### src/design/pml_pkg.sv
// Shared widths, codes and types of the per-minute pulse logger.
// No dependencies.
package pml_pkg;

  localparam int OP_W       = 2;
  localparam int SLOT_W     = 4;
  localparam int TALLY_W    = 16;
  localparam int SEC_W      = 8;
  localparam int MIN_W      = 16;
  localparam int CFG_ADDR_W = 3;
  localparam int CFG_DATA_W = 32;

  localparam int WINDOW_SLOTS_DEF = 10;

  localparam logic [OP_W-1:0] OP_PULSE = 2'd0;
  localparam logic [OP_W-1:0] OP_TICK  = 2'd1;
  localparam logic [OP_W-1:0] OP_READ  = 2'd2;

  localparam logic REPLY_SNAP = 1'b0;
  localparam logic REPLY_READ = 1'b1;

  // register index, taken from paddr[2]
  localparam logic REG_SECONDS = 1'b0;

  localparam logic [SEC_W-1:0] SECONDS_RESET = 8'd60;

  typedef struct packed {
    logic [OP_W-1:0]   op;
    logic [SLOT_W-1:0] idx;
  } cmd_t;

  typedef struct packed {
    logic               reply_kind;
    logic [SLOT_W-1:0]  slot;
    logic [TALLY_W-1:0] pulse_total;
    logic               entry_valid;
    logic [SLOT_W-1:0]  stored_entries;
    logic [MIN_W-1:0]   minutes_total;
  } result_t;

endpackage

### src/design/pml_front.sv
// Front end: takes input beats, classifies them and pushes commands.
// Depends on pml_pkg.
module pml_front (
  input  logic                            in_valid,
  output logic                            in_ready,
  input  logic [pml_pkg::OP_W-1:0]        in_operation,
  input  logic [pml_pkg::SLOT_W-1:0]      in_slot_index,
  output logic                            push_valid,
  input  logic                            push_ready,
  output pml_pkg::cmd_t                   push_cmd
);
  import pml_pkg::*;

  logic op_known;

  // unused opcode is accepted and dropped here
  assign op_known = (in_operation == OP_PULSE) || (in_operation == OP_TICK) ||
                    (in_operation == OP_READ);

  assign in_ready     = push_ready;
  assign push_valid   = in_valid && op_known;
  assign push_cmd.op  = in_operation;
  assign push_cmd.idx = in_slot_index;

endmodule

### src/design/pml_queue.sv
// Two-entry command queue between front and back ends.
// Depends on pml_pkg.
module pml_queue (
  input  logic          clk,
  input  logic          rst_n,
  input  logic          push_valid,
  output logic          push_ready,
  input  pml_pkg::cmd_t push_cmd,
  output logic          pop_valid,
  input  logic          pop,
  output pml_pkg::cmd_t pop_cmd
);
  import pml_pkg::*;

  cmd_t       entries_r [2];
  logic       wr_ptr_r, wr_ptr_nxt;
  logic       rd_ptr_r, rd_ptr_nxt;
  logic [1:0] count_r, count_nxt;
  logic       push_fire, pop_fire;

  assign push_ready = (count_r != 2'd2);
  assign pop_valid  = (count_r != 2'd0);
  assign pop_cmd    = entries_r[rd_ptr_r];
  assign push_fire  = push_valid && push_ready;
  assign pop_fire   = pop && pop_valid;

  always_comb begin
    wr_ptr_nxt = push_fire ? ~wr_ptr_r : wr_ptr_r;
    rd_ptr_nxt = pop_fire ? ~rd_ptr_r : rd_ptr_r;
    count_nxt  = count_r;
    if (push_fire && !pop_fire) begin
      count_nxt = count_r + 2'd1;
    end else if (pop_fire && !push_fire) begin
      count_nxt = count_r - 2'd1;
    end
  end

  always_ff @(posedge clk) begin
    if (!rst_n) begin
      wr_ptr_r <= 1'b0;
      rd_ptr_r <= 1'b0;
      count_r  <= 2'd0;
    end else begin
      wr_ptr_r <= wr_ptr_nxt;
      rd_ptr_r <= rd_ptr_nxt;
      count_r  <= count_nxt;
    end
  end

  always_ff @(posedge clk) begin
    if (push_fire) begin
      entries_r[wr_ptr_r] <= push_cmd;
    end
  end

endmodule

### src/design/pml_back.sv
// Back end: counters, slot window and the output register.
// Depends on pml_pkg.
module pml_back #(
  parameter int WINDOW_SLOTS = pml_pkg::WINDOW_SLOTS_DEF
) (
  input  logic                       clk,
  input  logic                       rst_n,
  input  logic [pml_pkg::SEC_W-1:0]  seconds_per_interval,
  input  logic                       cmd_valid,
  input  pml_pkg::cmd_t              cmd,
  output logic                       cmd_pop,
  output logic                       out_valid,
  input  logic                       out_ready,
  output pml_pkg::result_t           out_result
);
  import pml_pkg::*;

  localparam int IDX_W = $clog2(WINDOW_SLOTS);
  localparam logic [SLOT_W-1:0] LAST_POS = SLOT_W'(WINDOW_SLOTS - 1);
  localparam logic [SLOT_W-1:0] SLOTS    = SLOT_W'(WINDOW_SLOTS);

  logic [TALLY_W-1:0] tally_r, tally_nxt;
  logic [SEC_W-1:0]   sec_r, sec_nxt;
  logic [SLOT_W-1:0]  pos_r, pos_nxt;
  logic [SLOT_W-1:0]  entries_r, entries_nxt;
  logic [MIN_W-1:0]   minutes_r, minutes_nxt;
  logic [TALLY_W-1:0] window_r [WINDOW_SLOTS];

  logic               out_valid_r, out_valid_nxt;
  result_t            result_r, result_nxt;

  logic               out_free, load, store_wr;
  logic [SEC_W-1:0]   sec_inc;
  logic               done;
  logic               rd_hit;

  assign out_free = !out_valid_r || out_ready;
  // pulses never produce a result, so they drain past a stalled output
  assign cmd_pop  = cmd_valid && ((cmd.op == OP_PULSE) || out_free);
  assign sec_inc  = sec_r + SEC_W'(1);
  assign done     = !(sec_inc < seconds_per_interval);
  assign rd_hit   = (cmd.idx < entries_r) && (cmd.idx < SLOTS);

  always_comb begin
    tally_nxt   = tally_r;
    sec_nxt     = sec_r;
    pos_nxt     = pos_r;
    entries_nxt = entries_r;
    minutes_nxt = minutes_r;
    load        = 1'b0;
    store_wr    = 1'b0;
    result_nxt  = result_r;
    if (cmd_pop) begin
      unique case (cmd.op)
        OP_PULSE: begin
          tally_nxt = tally_r + TALLY_W'(1);
        end
        OP_TICK: begin
          sec_nxt = sec_inc;
          if (done) begin
            sec_nxt                   = '0;
            store_wr                  = 1'b1;
            tally_nxt                 = '0;
            entries_nxt               = pos_r + SLOT_W'(1);
            pos_nxt                   = (pos_r == LAST_POS) ? '0 : pos_r + SLOT_W'(1);
            minutes_nxt               = minutes_r + MIN_W'(1);
            load                      = 1'b1;
            result_nxt.reply_kind     = REPLY_SNAP;
            result_nxt.slot           = pos_r;
            result_nxt.pulse_total    = tally_r;
            result_nxt.entry_valid    = 1'b1;
            result_nxt.stored_entries = pos_r + SLOT_W'(1);
            result_nxt.minutes_total  = minutes_r + MIN_W'(1);
          end
        end
        OP_READ: begin
          load                      = 1'b1;
          result_nxt.reply_kind     = REPLY_READ;
          result_nxt.slot           = cmd.idx;
          result_nxt.pulse_total    = rd_hit ? window_r[cmd.idx[IDX_W-1:0]] : '0;
          result_nxt.entry_valid    = rd_hit;
          result_nxt.stored_entries = entries_r;
          result_nxt.minutes_total  = minutes_r;
        end
        default: begin
        end
      endcase
    end
    if (load) begin
      out_valid_nxt = 1'b1;
    end else if (out_ready) begin
      out_valid_nxt = 1'b0;
    end else begin
      out_valid_nxt = out_valid_r;
    end
  end

  always_ff @(posedge clk) begin
    if (!rst_n) begin
      tally_r     <= '0;
      sec_r       <= '0;
      pos_r       <= '0;
      entries_r   <= '0;
      minutes_r   <= '0;
      out_valid_r <= 1'b0;
    end else begin
      tally_r     <= tally_nxt;
      sec_r       <= sec_nxt;
      pos_r       <= pos_nxt;
      entries_r   <= entries_nxt;
      minutes_r   <= minutes_nxt;
      out_valid_r <= out_valid_nxt;
    end
  end

  always_ff @(posedge clk) begin
    result_r <= result_nxt;
    if (store_wr) begin
      window_r[pos_r[IDX_W-1:0]] <= tally_r;
    end
  end

  assign out_valid  = out_valid_r;
  assign out_result = result_r;

endmodule

### src/design/per_minute_pulse_logger_top.sv
// Per-minute pulse logger: seconds register, front end, queue, back end.
// Depends on pml_pkg, pml_front, pml_queue and pml_back.
//
// Counts pulse beats and second ticks; every seconds_per_interval ticks it
// logs the pulse tally into a rolling window of WINDOW_SLOTS slots and emits
// a snapshot beat. A read beat returns one slot (entry_valid 0 and a zero
// total past the stored count). One input beat is taken every cycle while
// in_ready is high. A result is registered: the beat is queued when accepted
// and lands in the output register when popped from the queue head. A tick
// or read waits at the queue head while a result stalls on the output;
// in_ready drops once a second beat is queued behind it. A pulse at the head
// drains even then. Operation code 3 is accepted and ignored. The seconds
// register (byte address 0, reset 60) must only be written while idle.
module per_minute_pulse_logger_top #(
  parameter int WINDOW_SLOTS = pml_pkg::WINDOW_SLOTS_DEF
) (
  input  logic                                clk,
  input  logic                                rst_n,
  input  logic                                in_valid,
  output logic                                in_ready,
  input  logic [pml_pkg::OP_W-1:0]            in_operation,
  input  logic [pml_pkg::SLOT_W-1:0]          in_slot_index,
  output logic                                out_valid,
  input  logic                                out_ready,
  output logic                                out_reply_kind,
  output logic [pml_pkg::SLOT_W-1:0]          out_slot,
  output logic [pml_pkg::TALLY_W-1:0]         out_pulse_total,
  output logic                                out_entry_valid,
  output logic [pml_pkg::SLOT_W-1:0]          out_stored_entries,
  output logic [pml_pkg::MIN_W-1:0]           out_minutes_total,
  input  logic                                cfg_psel,
  input  logic                                cfg_penable,
  input  logic                                cfg_pwrite,
  input  logic [pml_pkg::CFG_ADDR_W-1:0]      cfg_paddr,
  input  logic [pml_pkg::CFG_DATA_W-1:0]      cfg_pwdata,
  output logic [pml_pkg::CFG_DATA_W-1:0]      cfg_prdata,
  output logic                                cfg_pready
);
  import pml_pkg::*;

  logic [SEC_W-1:0] seconds_r, seconds_nxt;
  logic             cfg_wr;
  logic             push_valid, push_ready;
  cmd_t             push_cmd;
  logic             q_valid, q_pop;
  cmd_t             q_cmd;
  result_t          result;

  assign cfg_pready = 1'b1;
  assign cfg_wr     = cfg_psel && cfg_penable && cfg_pwrite && cfg_pready &&
                      (cfg_paddr[2] == REG_SECONDS);
  assign cfg_prdata = (cfg_paddr[2] == REG_SECONDS) ?
                      {{(CFG_DATA_W-SEC_W){1'b0}}, seconds_r} : '0;
  assign seconds_nxt = cfg_wr ? cfg_pwdata[SEC_W-1:0] : seconds_r;

  always_ff @(posedge clk) begin
    if (!rst_n) begin
      seconds_r <= SECONDS_RESET;
    end else begin
      seconds_r <= seconds_nxt;
    end
  end

  pml_front u_front (
    .in_valid      (in_valid),
    .in_ready      (in_ready),
    .in_operation  (in_operation),
    .in_slot_index (in_slot_index),
    .push_valid    (push_valid),
    .push_ready    (push_ready),
    .push_cmd      (push_cmd)
  );

  pml_queue u_queue (
    .clk        (clk),
    .rst_n      (rst_n),
    .push_valid (push_valid),
    .push_ready (push_ready),
    .push_cmd   (push_cmd),
    .pop_valid  (q_valid),
    .pop        (q_pop),
    .pop_cmd    (q_cmd)
  );

  pml_back #(
    .WINDOW_SLOTS (WINDOW_SLOTS)
  ) u_back (
    .clk                  (clk),
    .rst_n                (rst_n),
    .seconds_per_interval (seconds_r),
    .cmd_valid            (q_valid),
    .cmd                  (q_cmd),
    .cmd_pop              (q_pop),
    .out_valid            (out_valid),
    .out_ready            (out_ready),
    .out_result           (result)
  );

  assign out_reply_kind     = result.reply_kind;
  assign out_slot           = result.slot;
  assign out_pulse_total    = result.pulse_total;
  assign out_entry_valid    = result.entry_valid;
  assign out_stored_entries = result.stored_entries;
  assign out_minutes_total  = result.minutes_total;

endmodule

### config.mk
export PLATFORM = sky130hd
export DESIGN_NAME = per_minute_pulse_logger_top
export DESIGN_NICKNAME = d
export VERILOG_FILES = /design/src/design/pml_pkg.sv /design/src/design/pml_front.sv /design/src/design/pml_queue.sv /design/src/design/pml_back.sv /design/src/design/per_minute_pulse_logger_top.sv
export SDC_FILE = /design/constraint.sdc
export NUM_CORES = 1
export LEC_CHECK = 0
export ABC_AREA = 0
export ABC_CLOCK_PERIOD_IN_PS = 9400
export BUFFER_PORTS_ARGS = -buffer_cell sky130_fd_sc_hd__buf_2
export CAP_MARGIN = 20
export CELL_PAD_IN_SITES_DETAIL_PLACEMENT = 1
export CELL_PAD_IN_SITES_GLOBAL_PLACEMENT = 1
export CORE_MARGIN = 2
export CORE_UTILIZATION = 52
export DETAILED_ROUTE_END_ITERATION = 8
export PLACE_DENSITY = 0.81
export SYNTH_ARGS = -nofsm -noshare
export SYNTH_HDL_FRONTEND = slang
export SYNTH_HIERARCHICAL = 1
export SYNTH_SLANG_ARGS = --single-unit
### constraint.sdc
create_clock -name clk -period 9.4 [get_ports clk]
set_clock_uncertainty 0.05 [all_clocks]
set_input_delay 2.82 -clock clk [delete_from_list [all_inputs] [get_ports clk]]
set_output_delay 2.82 -clock clk [all_outputs]
set_load 0.02 [all_outputs]
=== Word level (Yosys, flattened, before mapping) ===
Memory sizes are Yosys's and may differ from the RTL's. A register that Yosys moved wholly into a read port is not among the register bits.
Index checks and enable logic that the tools add are counted.

* Flip-flop bits (word level): 103
* Memory bits (writable): 172
* Memories kept: 2

* Add/subtract/negate cells: 6
* Order comparisons: 3
* Equality and inequality tests: 7
* Multiplexer cells: 23
* Bitwise gates (word level): 4
* Reduce and logical (&&, ||, !) cells: 28

{| class="wikitable"
|+ Memory list
! memory !! depth !! width !! rd ports !! clocked after memory_dff !! wr ports !! RTL line !! text
|-
| u_back.window_r || 10 || 16 || 1 || 0 || 1 || pml_back.sv:27 || <nowiki>logic [TALLY_W-1:0] window_r [WINDOW_SLOTS];</nowiki>
|-
| u_queue.entries_r || 2 || 6 || 1 || 1 || 1 || pml_queue.sv:15 || <nowiki>cmd_t entries_r [2];</nowiki>
|}

{| class="wikitable"
|+ Operators with widths
! kind !! count
|-
| case mux 42 bit (2 select lines) || 1
|-
| two-way mux 42 bit || 1
|-
| adder 16 x 1 -> 16 bit, second input constant || 2
|-
| two-way mux 16 bit || 2
|-
| case mux 16 bit (2 select lines) || 1
|-
| two-way mux 8 bit || 2
|-
| two-way mux 1 bit || 12
|-
| logical AND 1 bit || 10
|-
| nonzero test 2 bit || 5
|-
| AND reduction 3 bit || 3
|-
| adder 8 x 1 -> 8 bit, second input constant || 1
|-
| less-than comparator 8 bit || 1
|-
| adder 4 x 1 -> 4 bit, second input constant || 1
|-
| equality test 2 x 1 -> 1 bit, second input constant || 2
|-
| equality test 2 bit, second input constant || 2
|-
| equality test 4 bit, second input constant || 1
|-
| zero test 2 bit || 2
|-
| logical OR 1 bit || 4
|-
| less-than comparator 4 bit || 1
|-
| less-than comparator 4 bit, second input constant || 1
|-
| two-way mux 2 bit || 2
|-
| two-way mux 4 bit || 1
|-
| != test 2 bit, second input constant || 2
|-
| inverter 1 bit || 4
|-
| other kinds (5) || 7
|}

=== Longest topological paths before layout ===
Gate-level depths: netlist (run 1).

* Word-level depth: 9
* Mapped depth: 12
* Depth with buffers taken out: 10

=== Modules after synthesis ===
Netlist (run 1), hierarchy kept.

{| class="wikitable"
|+ By module, submodules not included
! module !! times used !! cells each !! area an instance (sq um) !! sequential area each (sq um)
|-
| pml_back || 1 || 760 || 10750.3 || 7046.8
|-
| pml_queue || 1 || 44 || 665.6 || 460.4
|-
| per_minute_pulse_logger_top || 1 || 70 || 610.6 || 160.2
|-
| pml_front || 1 || 8 || 63.8 || 0.0
|}

=== Worst setup path after synthesis (run 1) ===
OpenSTA, ideal clock, no wires.

* Kind: input-to-output
* From: in cfg_paddr[2] (netlist name)
* To: out cfg_prdata[0] (netlist name)
* Arrival: 3.067 ns
* Data required time: 6.530 ns
* Setup slack: 3.463 ns
* Stages: 1
* Buffers on the path: 0
* Cell sequence: and2b_2

* Word-level cells in the longest chain between the ends: 1

{| class="wikitable"
|+ RTL lines
! what !! RTL line !! text
|-
| from (decl) || per_minute_pulse_logger_top.sv:34 || <nowiki>input logic [pml_pkg::CFG_ADDR_W-1:0] cfg_paddr,</nowiki>
|-
| two-way mux 8 bit || per_minute_pulse_logger_top.sv:52 || <nowiki>assign cfg_prdata = (cfg_paddr[2] == REG_SECONDS) ?</nowiki>
|-
| to (decl) || per_minute_pulse_logger_top.sv:36 || <nowiki>output logic [pml_pkg::CFG_DATA_W-1:0] cfg_prdata,</nowiki>
|}

No other way between the ends.

=== Final worst setup path (run 1) ===
* From: in cfg_paddr[2] (netlist name)
* To: out cfg_prdata[1] (netlist name)

The elaborated chain is that of the path after synthesis.

==> flow_summary.ini, run 1 <==
[status]
outcome = completed

[critical_path]
path_cells = buf_2 > and2b_2 > buf_2
crit_end = cfg_prdata[1]
crit_path_max_incr_delay_ps = 220
arrival_ps = 3330
rr_worst_depth = 9
r2r_slack_ps = 5310
worstPathMaxFanout = 9
rr_endpoint = u_back/window_r[4][10]
worst-path-buf-inv = 2
path_delay_family = buffers and inverters
cpMostUsedCell = buf_2
cp.depth = 3
r2r-start = u_back/sec_r[2]
start_kind = input pin
startpoint = cfg_paddr[2]
critPathKind = input pin to output pin
crit_path_end_kind = output pin
crit_slowest_cell = and2b_2
worstPathRequired_ps = 6530

[global_route]
grt_pass1_wl_mm = 44.5
antenna_found_initial = 0
grt.total_usage = 0.236
grt_pass1_vias = 8014
grt_max_degree = 51
grt_overflow = 0

[cells_and_area]
drive_above_1_share = 0.227
final_cells = 1246
insertedDiodeCount = 0
utilization = 0.601
fin_nets = 1008
area_delta_synth_final_pct = 12.9

[route]
vias = 7564
dr.pass1.iters = 5
wl_mm = 28.5
vias_per_cell = 6.07
drt-initial-drc-count = 555
final_antenna_net_count = 0
drt-wirelength-per-cell_um = 22.9
remaining_drc_errors = 0

[cts]
post_cts_resized = 0
cts-root-buf = clkbuf_16
ctsHtreeMaxLevel = 1
holdBufCountCts = 0
clk_latency_ps = 550
post_cts.repair.setup_buffers = 0
cts_buffer_depth = 3
clk_pin_slew_worst_paths_ps = 60
cts_sinks = 276
cts_tree = yes
cts_made_buffers = 29

[die]
start_util = 0.532
rows = 55
die_y_um = 156
dieWidth_um = 156
core_um2 = 22700
die-area_um2 = 24500
ios = 125

[sta]
rsz0062_at_grt = false
hold_viol_final = 0
finalWorstSetupSlack_ps = 3200
max_slew_margin = 0.248
fmax_mhz = 161
setup_violations = 0
drv_slew = 0
finalCritPeriodShare = 0.659
finalCriticalPeriod_ps = 6200
worstMarginPinSlew_ps = 1130
setup_tns_ps = 0

[yosys]
synthFlopType = edfxtp_1
yosysWarnings = 6
synth-edff-count = 214
synth_cell_types = 58
ys_ff_latch = 276
async_flop_share = 0
synth_cells = 882
synth_area_leader_cell = edfxtp_1
synth_area_leaders = edfxtp_1 53%, dfxtp_1 10%, mux4_2 6.0%
syn-cell-area_um2 = 12100
ys_seq_area_frac = 0.634
yosys.area.top_type_share = 0.532
avgSynthCellArea_um2 = 13.7

[place]
portBuffers = 73
pre_cts_slack_ps = 3190
dp_hpwl_mm = 16.4
dp_cells = 1189
gp_congestion = 0.739

[power]
p_per_area_nw_per_um2 = 244
ir_drop_mv = 0.187
p_leak_nw = 4.78

[min_path]
hold_path_class = flop to flop
hold_start = seconds_r[7]

[job]
cap_viol_max_count = 0
-- power breakdown --
| part | total, mW | switching, mW | internal [mW] | leakage, nW |
|---|---|---|---|---|
| logic | 0.651 | 0.408 | 0.242 | 1.80 |
| clock network | 1.26 | 0.494 | 0.763 | 0.498 |
| registers | 1.43 | 0.0368 | 1.39 | 2.49 |
-- worst min path at each step --
stage	endpoint	slack, ps	depth (start not counted)
2_1_floorplan	seconds_r[0]	390	2
3_3_place_gp	u_back/sec_r[1]	420	2
3_5_place_dp	u_back/sec_r[1]	430	2
4_1_cts	u_back/sec_r[1]	440	2
5_1_grt	seconds_r[6]	460	2
6_report	seconds_r[7]	430	2
-- cell families (layout without fill, tap and decap cells) --
kind of cell / count (synthesis) / count (layout) / synth area share
multiplexers: 86 / 86 / 0.107
other: 2 / 25 / 0.000621
XOR/XNOR: 27 / 27 / 0.0196
buffers and inverters: 118 / 174 / 0.0489
flip-flops: 276 / 276 / 0.634
AO/OA/AOI/OAI: 140 / 140 / 0.0704
adder cells (fa/ha/maj): 21 / 21 / 0.0217
AND/OR/NAND/NOR: 212 / 212 / 0.0975
-- layer usage --
metal	share of wire	up-vias	routed length (µm)	global-route usage
met5	0	-	0	0
met4	0.030	0	861	0.0773
met3	0.052	65	1480	0.0360
met2	0.50	243	14300	0.402
met1	0.42	3859	11900	0.314
li1	-	3397	-	-
-- cells in the mapped netlist, types with 12 or more instances --
| cell | instances |
|---|---|
| clkbuf_1 | 29 |
| mux2i_1 | 27 |
| nand2_1 | 55 |
| o31ai_1 | 23 |
| buf_4 | 32 |
| ha_1 | 21 |
| o21ai_0 | 34 |
| xor2_1 | 19 |
| nor2_1 | 24 |
| buf_2 | 17 |
| and2_1 | 12 |
| mux2_2 | 27 |
| or4_1 | 26 |
| mux4_2 | 32 |
| a21oi_1 | 44 |
| inv_1 | 37 |
| edfxtp_1 | 214 |
| nand3_1 | 24 |
| o22ai_1 | 16 |
| dfxtp_1 | 62 |
-- layout by cell type, fill, tap and decap left out, types with 7 or more instances in the layout --
master and count:
mux4_2 32, nor2b_1 10, xnor2_1 8, xor2_1 19, mux2i_1 27, o21ai_0 34
buf_4 7, and2b_2 8, or4_1 26, bufinv_16 7, clkinvlp_4 7, conb_1 25
or3_1 10, mux2_2 26, clkbuf_16 29, edfxtp_1 214, and2_1 12, nor2_1 23
clkinv_4 7, nand3_1 24, o31ai_1 23, nand4_1 10, inv_1 37, o22ai_1 16
a21oi_1 44, dfxtp_1 62, nand2_1 55, ha_1 20, buf_2 73
-- cell type report --
| cell class | count | area, µm² |
|---|---|---|
| inverters | 37 | 139 |
| flip-flops and latches | 276 | 7670 |
| clock buffers | 29 | 726 |
| well taps | 285 | 357 |
| fillers | 2203 | 9060 |
| repair buffers | 84 | 487 |
| clock inverters | 24 | 339 |
| multi-input cells | 511 | 3940 |
-- flip-flops by register name, summed over array words and instances (netlist names), named ones only --
signal	cells
u_back/window_r	160
u_back/out_result	42
u_back/minutes_r	16
u_back/tally_r	16
u_queue/entries_r	12
seconds_r	8
u_back/sec_r	8
u_back/entries_r	4
u_back/pos_r	4
u_queue/count_r	2
u_back/out_valid	1
u_queue/rd_ptr_r	1
u_queue/wr_ptr_r	1
-- per-stage QoR --
step / hold slack (ps) / instance area, µm² / total power, mW
2_1_floorplan: 391 / 12200 / 1.93
3_3_place_gp: 417 / 12500 / 2.07
3_5_place_dp: 426 / 12500 / 2.09
5_1_grt: 464 / 13700 / 3.46
6_report: 428 / 13700 / 3.34
4_1_cts: 435 / 13600 / 3.35
-- worst reg2reg max path, cell delays in order, from the launching register on --
cell and delay, ps:
dfxtp_1 410, nand3_1 190, or2_2 380, nor2_1 140, xor2_1 100, ha_1 340, and4_1 330, a21oi_2 270
nor4b_1 520, and2_1 960
No activity file was read; power rests on OpenSTA's default activity.
==> run 2, diff against run 1 <==
- ABC_CLOCK_PERIOD_IN_PS: 9400 -> 5200
- CORE_UTILIZATION: 52 -> 44
- PLACE_DENSITY: 0.81 -> 0.73
- clock period: 9.4 -> 5.2 ns (I/O delays scaled with it)
==> run 2 against run 1 <==
Against the previous run:
- cell count is 4.5% higher
- global-route usage is 4.9 points lower
- routed wire length is 6.1% lower
- flip-flop and latch count stayed put
- sequential power is 80% higher
- die area is 18% higher
- count of clock-buffer cells in the layout is 11 higher
- clock power is 70% higher
- largest power group unchanged
==> flow_summary.ini, run 2 (synthesized netlist as in run 1, its figures left out) <==
[status]
outcome = completed

[cts]
cts_buffer_depth = 3
cts_sinks = 276
ctsHtreeMaxLevel = 1
post_cts_resized = 0
clk_latency_ps = 550
cts-root-buf = clkbuf_16
holdBufCountCts = 0
cts_made_buffers = 29
clk_pin_slew_worst_paths_ps = 60
cts_tree = yes
post_cts.repair.setup_buffers = 0

[sta]
rsz0062_at_grt = false
drv_slew = 0
hold_viol_final = 0
finalCritPeriodShare = 0.754
finalCriticalPeriod_ps = 3920
worstMarginPinSlew_ps = 1090
max_slew_margin = 0.277
setup_tns_ps = 0
fmax_mhz = 255
setup_violations = 0
holdWs_ps = 425

[route]
dr_wl_met2_mm = 13.4
dr.pass1.iters = 5
wl_met3_um = 931
routed.top_layer = met4
drt-initial-drc-count = 501
met1_length_mm = 12.1
vias_per_cell = 5.58
final_antenna_net_count = 0
drt-wirelength-per-cell_um = 20.6
remaining_drc_errors = 0
vias = 7268
wl_mm = 26.8

[critical_path]
start_kind = flop
rr_worst_depth = 10
path_cells = nand3_1 > or2_2 > nor2_1 > xor2_1 > ha_1 > and4_1 > a21oi_2 > buf_4 > nor3_2 > buf_4
crit_path_end_kind = flop
crit_path_max_incr_delay_ps = 820
crit_slowest_cell = nor3_2
worstPathMaxFanout = 41
r2r_slack_ps = 1280
critPathKind = flop to flop
arrival_ps = 4100
worstPathRequired_ps = 5380
rr_endpoint = u_back/window_r[9][7]
r2r-start = u_back/sec_r[2]
cpMostUsedCell = buf_4

[cells_and_area]
fin_nets = 1007
mostFrequentLayoutCells = 214 x edfxtp_1, 73 x buf_2, 62 x dfxtp_1
fillers = 2680
multiInputGateArea_um2 = 3940
largest_register_ffs = 160
layout.area.seq_um2 = 7670
drive_above_1_share = 0.220
area_delta_synth_final_pct = 12.8
insertedDiodeCount = 0
final_common_cell = edfxtp_1

[min_path]
hold_path_class = flop to flop
worstHoldPathCells = 2
hold_end = seconds_r[6]
hold_start = seconds_r[6]

[die]
die-area_um2 = 28800
die_y_um = 170
core_um2 = 27000
dieWidth_um = 170
start_util = 0.449
rows = 60
ios = 125

[global_route]
grt_pass1_vias = 7698
grt_pass1_wl_mm = 41.9
antenna_found_initial = 0
grt_max_degree = 51
grt_overflow = 0
grt.total_usage = 0.187

[power]
p_leak_nw = 4.78
ir_drop_mv = 0.230
p_per_area_nw_per_um2 = 431

[job]
cap_viol_max_count = 0

[place]
dp_hpwl_mm = 16.1
gp_congestion = 0.771
portBuffers = 73
==> run 2: cell count changes in the layout (fill, tap and decap cells not counted), sizes merged <==
cell,previous run,this run
inv,37,38
clkbuf,29,40
clkinv,10,9
bufinv,7,3
clkinvlp,7,1
buf,84,83
==> run 2: metrics by stage <==
| step | utilization | cells | worst slack (ps) | instance area (µm²) | power [mW] |
|---|---|---|---|---|---|
| after detailed placement | 0.468 | 1247 | 1080 | 12600 | 3.80 |
| after global routing | 0.506 | 1302 | 1060 | 13600 | 6.12 |
| after CTS | 0.505 | 1301 | 1300 | 13600 | 5.95 |
| final | 0.506 | 1302 | 1280 | 13600 | 5.88 |
| after global placement | 0.468 | 1247 | 1270 | 12600 | 3.77 |
| after floorplan | - | 905 | 831 | 12200 | 3.48 |
==> run 2: worst max-delay path: cells and delay by family, from the launching register on <==
kind,cells,cell delay [ps]
simple gates,5,1890
fa+ha+maj,1,340
compound gates,1,130
buf+inv,2,660
xor+xnor,1,100
flops,1,410
==> run 2: worst max-delay path by stage <==
stage / from / endpoint / slack, ps / cells after the start
final: u_back/sec_r[2] / u_back/window_r[9][7] / 1280 / 10
after global placement: out_ready / u_back/window_r[5][5] / 1270 / 5
after global routing: u_back/sec_r[2] / u_back/window_r[5][6] / 1060 / 10
after floorplan: out_ready / u_back/out_result[0] / 830 / 5
after detailed placement: out_ready / u_back/window_r[5][5] / 1080 / 5
after CTS: u_back/sec_r[2] / u_back/window_r[5][5] / 1300 / 9
==> run 2: cell type report <==
cell class | instances | area share
well taps | 341 | 0.0313
clock buffers | 40 | 0.0630
clock inverters | 14 | 0.0107
multi-input cells | 511 | 0.289
flip-flops and latches | 276 | 0.562
repair buffers | 83 | 0.0338
inverters | 37 | 0.0102
==> run 2: metal layers <==
layer | vias up | GRT usage
li1 | 3386 | -
met1 | 3715 | 0.245
met2 | 138 | 0.328
met3 | 29 | 0.0273
met4 | 0 | 0.0487
met5 | - | 0
==> run 2: report_power, final <==
group | leakage [nW] | internal (mW) | switching [mW]
clock | 0.496 | 1.30 | 0.838
sequential | 2.49 | 2.52 | 0.0656
combinational | 1.79 | 0.430 | 0.731
total | 4.78 | 4.25 | 1.63
==> run 3, diff against run 2 <==
- ABC_CLOCK_PERIOD_IN_PS: 5200 -> 3500
- clock period: 5.2 -> 3.5 ns (I/O delays scaled with it)
==> run 3 against run 2 <==
Against the previous run:
- non-clock buffer count rose by 29
- flip-flop and latch count stayed put
- register-to-register slack worse by 1100 ps
- fmax rose by 17%
- worst hold slack worse by 5.3 ps
- sequential share of layout area down 1.1 points
- cell area grew 1.9%
- routed wire length is 2.6% higher
- worst setup slack lost 1100 ps
- combinational power grew 62%
- core utilization rose by 0.98 points
- critical path type unchanged
- critical endpoint is now u_back/window_r[5][6]
- highest routed layer unchanged
==> flow_summary.ini, run 3 (synthesized netlist as in run 1, its figures left out) <==
[sta]
finalCriticalPeriod_ps = 3350
max_slew_margin = 0.518
worstMarginPinSlew_ps = 717
drv_slew = 0
fmax_mhz = 299
setup_tns_ps = 0
hold_viol_final = 0
rsz0062_at_grt = true
finalCritPeriodShare = 0.956
setup_violations = 0
holdWs_ps = 420

[place]
gp_congestion = 0.763
portBuffers = 73
dp_hpwl_mm = 18.0

[die]
die-area_um2 = 28800
die_y_um = 170
core_um2 = 27000
dieWidth_um = 170
ios = 125
start_util = 0.449
rows = 60

[cts]
clk_pin_slew_worst_paths_ps = 60
ctsHtreeMaxLevel = 1
cts_tree = yes
clk_latency_ps = 540
cts-root-buf = clkbuf_16
cts_sinks = 276
cts_buffer_depth = 3
cts_made_buffers = 29

[power]
ir_drop_mv = 0.331
p_per_area_nw_per_um2 = 636
p_leak_nw = 4.89
finalPower_mw = 8.84

[global_route]
grt_max_degree = 34
grt_pass1_vias = 7748
grt.total_usage = 0.193
grt_pass1_wl_mm = 43.1
grt_overflow = 0
antenna_found_initial = 0

[job]
cap_viol_max_count = 0

[critical_path]
crit_path_end_kind = flop
critPathKind = flop to flop
crit_path_max_incr_delay_ps = 490
start_kind = flop
r2r_slack_ps = 150
worstPathMaxFanout = 16
worstPathRequired_ps = 3680
path_cells = nand3_1 > or2_2 > nor2_1 > xor2_1 > ha_1 > and4_1 > a21oi_2 > nor4b_1 > and2_1 > buf_12
worst-path-buf-inv = 1
crit_slowest_cell = nor4b_1
path_delay_family = simple AND/OR/NAND/NOR gates
arrival_ps = 3530

[route]
final_antenna_net_count = 0
drt-initial-drc-count = 424
vias_per_cell = 5.56
drt-wirelength-per-cell_um = 20.6
dr.pass1.iters = 4
vias = 7398
wl_mm = 27.5
remaining_drc_errors = 0

[status]
outcome = completed

[cells_and_area]
mostFrequentLayoutCells = 214 x edfxtp_1, 73 x buf_2, 62 x dfxtp_1
largest_register_ffs = 160
area_delta_synth_final_pct = 15.0
final_common_cell = edfxtp_1
drive_above_1_share = 0.246
insertedDiodeCount = 0
fin_nets = 1036
fillers = 2678

[min_path]
hold_path_class = flop to flop
==> run 3: cell types whose count changed in the layout (fill, tap and decap cells not counted), moves of 2 or more <==
| cell | delta |
|---|---|
| clkbuf_16 | -2 |
| buf_4 | +23 |
| buf_12 | +5 |
| clkinv_2 | +2 |
| clkbuf_1 | -2 |
| clkinvlp_4 | +2 |
==> run 3: power by group <==
part	internal, mW	switching (mW)
clock	1.89	1.24
sequential	3.74	0.0990
combinational	0.740	1.13
total	6.37	2.47
==> run 3: path summary, 6_finish.rpt <==
path,from,end,cells past startpoint
hold / removal,seconds_r[1],seconds_r[1],2
setup / recovery,u_back/sec_r[2],u_back/window_r[5][6],10
setup reg to reg,u_back/sec_r[2],u_back/window_r[5][6],10
hold reg to reg,seconds_r[1],seconds_r[1],2
==> run 3: per-stage QoR <==
stage	instances	area (µm²)	util	setup slack [ps]
6_report	1330	13900	0.516	154
5_1_grt	1330	13900	0.516	-165
4_1_cts	1329	13900	0.515	148
3_5_place_dp	1276	12900	0.479	182
3_3_place_gp	1276	12900	0.479	267
2_1_floorplan	905	12200	-	272
==> run 3: metal layers <==
layer,part of all wire,GRT usage,vias to the layer above
li1,-,-,3447
met1,0.42,0.250,3755
met2,0.51,0.343,166
met3,0.048,0.0271,30
met4,0.015,0.0468,0
met5,0,0,-
==> run 3: cell type report <==
type / count / area, µm² / share of cell area
sequential: 276 / 7670 / 0.551
multi-input combinational: 511 / 3960 / 0.284
clock buffer: 35 / 788 / 0.0567
timing repair buffer: 112 / 732 / 0.0526
tap: 341 / 427 / 0.0307
clock inverter: 18 / 198 / 0.0142
inverter: 37 / 139 / 0.00999
==> run 3: worst min-delay path, cell delays in order (launching register included) <==
cell and delay (ps):
dfxtp_1 320, nand2_1 50, mux2i_1 50
==> run 3: timing repair <==
item / CTS / global route
endpoints found under the setup margin: 0 / 178
setup buffers: 0 / 0
hold buffers: 0 / 0
endpoints found under the hold margin: 0 / 0
resized for setup: 0 / 2
